--- src/design/huffman_tree_load_and_decode_core_macros.svh ---
// assertion macros for the huffman tree load and decode core
`ifndef HUFFMAN_TREE_LOAD_AND_DECODE_CORE_MACROS_SVH
`define HUFFMAN_TREE_LOAD_AND_DECODE_CORE_MACROS_SVH

// implication checked every clock outside reset
`define HTLD_ASSERT_IMP(lbl, ante, cons, msg) \
  lbl: assert property (@(posedge clk) disable iff (!rst_n) (ante) |-> (cons)) \
    else $error(msg);

// next-cycle implication checked every clock outside reset
`define HTLD_ASSERT_NXT(lbl, ante, cons, msg) \
  lbl: assert property (@(posedge clk) disable iff (!rst_n) (ante) |=> (cons)) \
    else $error(msg);

`endif

--- src/design/htld_store.sv ---
// ----------------------------------------------------------------------------
// htld_store
// synchronous memory with one write port, one read port and registered read data
// ----------------------------------------------------------------------------
`timescale 1ns / 1ps

module htld_store #(
  parameter int DEPTH = 256,
  parameter int WIDTH = 18
) (
  input  logic                     clk,
  input  logic                     wr_en,
  input  logic [$clog2(DEPTH)-1:0] wr_addr,
  input  logic [WIDTH-1:0]         wr_data,
  input  logic [$clog2(DEPTH)-1:0] rd_addr,
  output logic [WIDTH-1:0]         rd_data
);

  logic [WIDTH-1:0] mem [DEPTH];
  logic [WIDTH-1:0] rd_data_r;

  always_ff @(posedge clk) begin
    if (wr_en) begin
      mem[wr_addr] <= wr_data;
    end
    rd_data_r <= mem[rd_addr];
  end

  assign rd_data = rd_data_r;

endmodule
--- config.mk ---
export PLATFORM = sky130hd
export DESIGN_NAME = htld_store
export DESIGN_NICKNAME = d
export VERILOG_FILES = /design/src/design/huffman_tree_load_and_decode_core_macros.svh /design/src/design/htld_store.sv
export SDC_FILE = /design/constraint.sdc
export NUM_CORES = 2
export LEC_CHECK = 0
export ABC_AREA = 0
export BUFFER_PORTS_ARGS = -buffer_cell sky130_fd_sc_hd__buf_2
export CORE_MARGIN = 1.5
export CORE_UTILIZATION = 35
export CTS_CLUSTER_DIAMETER = 80
export DETAILED_ROUTE_END_ITERATION = 10
export REMOVE_ABC_BUFFERS = 1
export SETUP_SLACK_MARGIN = 0.1
export SYNTH_ARGS = -nofsm -noshare
export SYNTH_HDL_FRONTEND = slang
export SYNTH_MEMORY_MAX_BITS = 65536
export SYNTH_SLANG_ARGS = --single-unit
--- constraint.sdc ---
create_clock -name clk -period 9 [get_ports clk]
set_clock_uncertainty 0.2 [all_clocks]
set_input_delay 1.8 -clock clk [delete_from_list [all_inputs] [get_ports clk]]
set_output_delay 1.8 -clock clk [all_outputs]
set_load 0.02 [all_outputs]
==> results.json <==
{
  "cts.sinks": 4626,
  "die_h_um": 716.6,
  "core.rowCount": 261,
  "holdCritPathClass": "register to register",
  "grt.total_usage_pct": 18.27,
  "syn_area_um2": 178200,
  "grt_pass1_vias": 86330,
  "ios": 54,
  "vdd_ir_drop_max_uv": 164.1,
  "clk_path_buf_depth": 4,
  "antenna_left": 0,
  "ys_ff_latch": 4626,
  "grt_start_max_net_pins": 183,
  "seqPwrFrac_pct": 54.0,
  "gp_congestion": 0.8841,
  "nets": 8616,
  "worstPathRequired_ps": 9710,
  "relSlewSlack_pct": 6.704,
  "postSynth.asyncResetShare_pct": 0,
  "core_area_um2": 506200,
  "syn2layout_area_growth_pct": 12.96,
  "synth-seq-area-share_pct": 77.84,
  "hold_viol": 0,
  "wl_met3_mm": 45.71,
  "die_w_um": 716.6,
  "setup_viol": 0,
  "swShare_pct": 21.83,
  "post-route-util_pct": 39.77,
  "wl_mm": 480.8,
  "report.final.slew_viol_count": 0,
  "vias": 88170,
  "drcViolationCount": 0,
  "clkTransAtPathRegs_ps": 70,
  "comb_power_share_pct": 5.0,
  "stdcell_area_um2": 201300,
  "grt_pass1_wl_mm": 672.4,
  "drive_gt1_share_pct": 23.12,
  "power_density_nw_per_um2": 219.2,
  "synth_edf_count": 4608,
  "antenna_found_initial": 37,
  "route.layer.met1.wl_mm": 196.4,
  "p_leak_nw": 62.47,
  "ys.flop_type": "edfxtp_1",
  "tns_ps": 0,
  "syn_area_per_cell_um2": 21.52,
  "yosysMostFrequentCell": "edfxtp_1",
  "post-route-period-util_pct": 61.89,
  "rsz0062_at_grt": "false",
  "synth_area_leaders": "edfxtp_1 (78%), mux4_2 (11%), mux2i_1 (4.4%), o221ai_1 (1.6%), o22ai_1 (0.84%)",
  "cts_tree": "done",
  "critPathKind": "primary input to register",
  "p_clk_share_pct": 41.1,
  "timing.fmax_mhz": 179.5,
  "status": "completed",
  "maxCapViolCount": 0,
  "io_buffers": 53,
  "top_layer": "met5",
  "end_kind": "register",
  "die-area_um2": 513500,
  "dr_wl_met2_mm": 220.9,
  "synth_top_area_share_pct": 77.64,
  "wire_per_inst_um": 30.69,
  "clk_latency_ps": 1030,
  "finalPower_mw": 44.12,
  "clock-root-buffer": "clkbuf_16",
  "cts-buffers-inserted": 442,
  "h-tree-depth": 5,
  "initial_core_util_pct": 35.21,
  "cts_resized": 0,
  "period_needed_ps": 5571,
  "p_switching_mw": 9.633,
  "internal-power_mw": 34.49,
  "netlist_instances": 8281,
  "hold_buffers": 0,
  "postCtsSetupBuffers": 0,
  "firstDrtPassIters": 6,
  "worstSetupStartpointType": "primary input",
  "yosysWarnings": 0,
  "synth_cell_types": 41,
  "yosysTopAreaCell": "edfxtp_1",
  "drt_iter0_markers": 12780,
  "place_area_um2": 187300,
  "avgViaCountPerCell": 5.628,
  "worstMarginPinSlew_ps": 1399,
  "cp_max_fo": 89,
  "arrival_ps": 6280,
  "synthTopCellsByCount": "edfxtp_1 (4608), mux4_2 (864), mux2i_1 (792), o221ai_1 (317), nor2_1 (290)",
  "overflow": 0,
  "fin_hold_ws_ps": 744.7,
  "dpl.hpwl_mm": 274.4
}
sequential cells by signal, summed over array words and instances, names as in the netlist:
register,flops
mem,4608
rd_data,18
critical path: stages:
cell	delay, ps
buf_8	510
nand2b_4	680
buf_12	420
o221ai_1	520
a21oi_1	310
a31oi_1	720
nand4_1	540
nor4_2	350
area by class of cell:
| cell class | instances | area, um^2 |
|---|---|---|
| clock buffer | 537 | 11510 |
| inverter | 4 | 27.53 |
| tap | 6706 | 8391 |
| timing repair buffer | 351 | 3088 |
| fill | 44330 | 304800 |
| sequential | 4626 | 138700 |
| multi-input combinational | 3155 | 37110 |
| antenna | 16 | 40.04 |
| clock inverter | 272 | 2425 |
worst paths after layout:
kind	slack, ps	end	depth (start not counted)	from
max reg2reg	5480	rd_data[4]$_DFF_P_	6	mem[15][4]$_DFFE_PP_
min reg2reg	740	rd_data[2]$_DFF_P_	6	mem[122][2]$_DFFE_PP_
max	3430	rd_data[10]$_DFF_P_	8	rd_addr[1]
min	740	rd_data[2]$_DFF_P_	6	mem[122][2]$_DFFE_PP_
through the flow:
stage / instances / setup WS (ps)
2_1_floorplan: 7785 / -1002
3_3_place_gp: 14840 / 2479
3_5_place_dp: 14840 / 2498
4_1_cts: 15650 / 3555
5_1_grt: 15660 / 3361
6_report: 15670 / 3429
logic make-up after synthesis:
| group | share of synthesized area [%] |
|---|---|
| flops | 77.84 |
| buf+inv | 1.726 |
| mux | 15.37 |
| simple gates | 1.658 |
| compound gates | 3.406 |
power groups by stage:
stage               clock network, mW  logic, mW  registers [mW]
finish                           18.1       2.19            23.8
global route                     19.1       2.29            23.8
floorplan                           0      0.889            24.2
global placement                    0       2.14            24.3
detailed placement                  0       2.18            24.3
CTS                              18.4       2.19            23.8
cell usage in the layout, fill, tap and decap left out, types with 20 or more instances in the layout:
cell type     n
mux4_2      864
a31oi_1      20
o22ai_1     238
edfxtp_1   4608
buf_4       270
buf_12       30
o221ai_1    317
nand2_1      80
nand4_1      27
bufinv_16    32
nor3_1      158
nor2_2      181
a21oi_1     190
clkbuf_16   445
nor2_4       22
clkinv_1    112
clkinv_2     87
mux2i_1     792
nor2_1       87
buf_2        30
clkbuf_1     89
a22oi_1      51
layer usage:
| layer | GRT usage, % | up-vias |
|---|---|---|
| met5 | 0 | - |
| met4 | 6.202 | 10 |
| met3 | 3.195 | 756 |
| met2 | 28.24 | 4367 |
| met1 | 26.24 | 47210 |
| li1 | - | 35820 |
No activity file was read; power rests on OpenSTA's default activity.
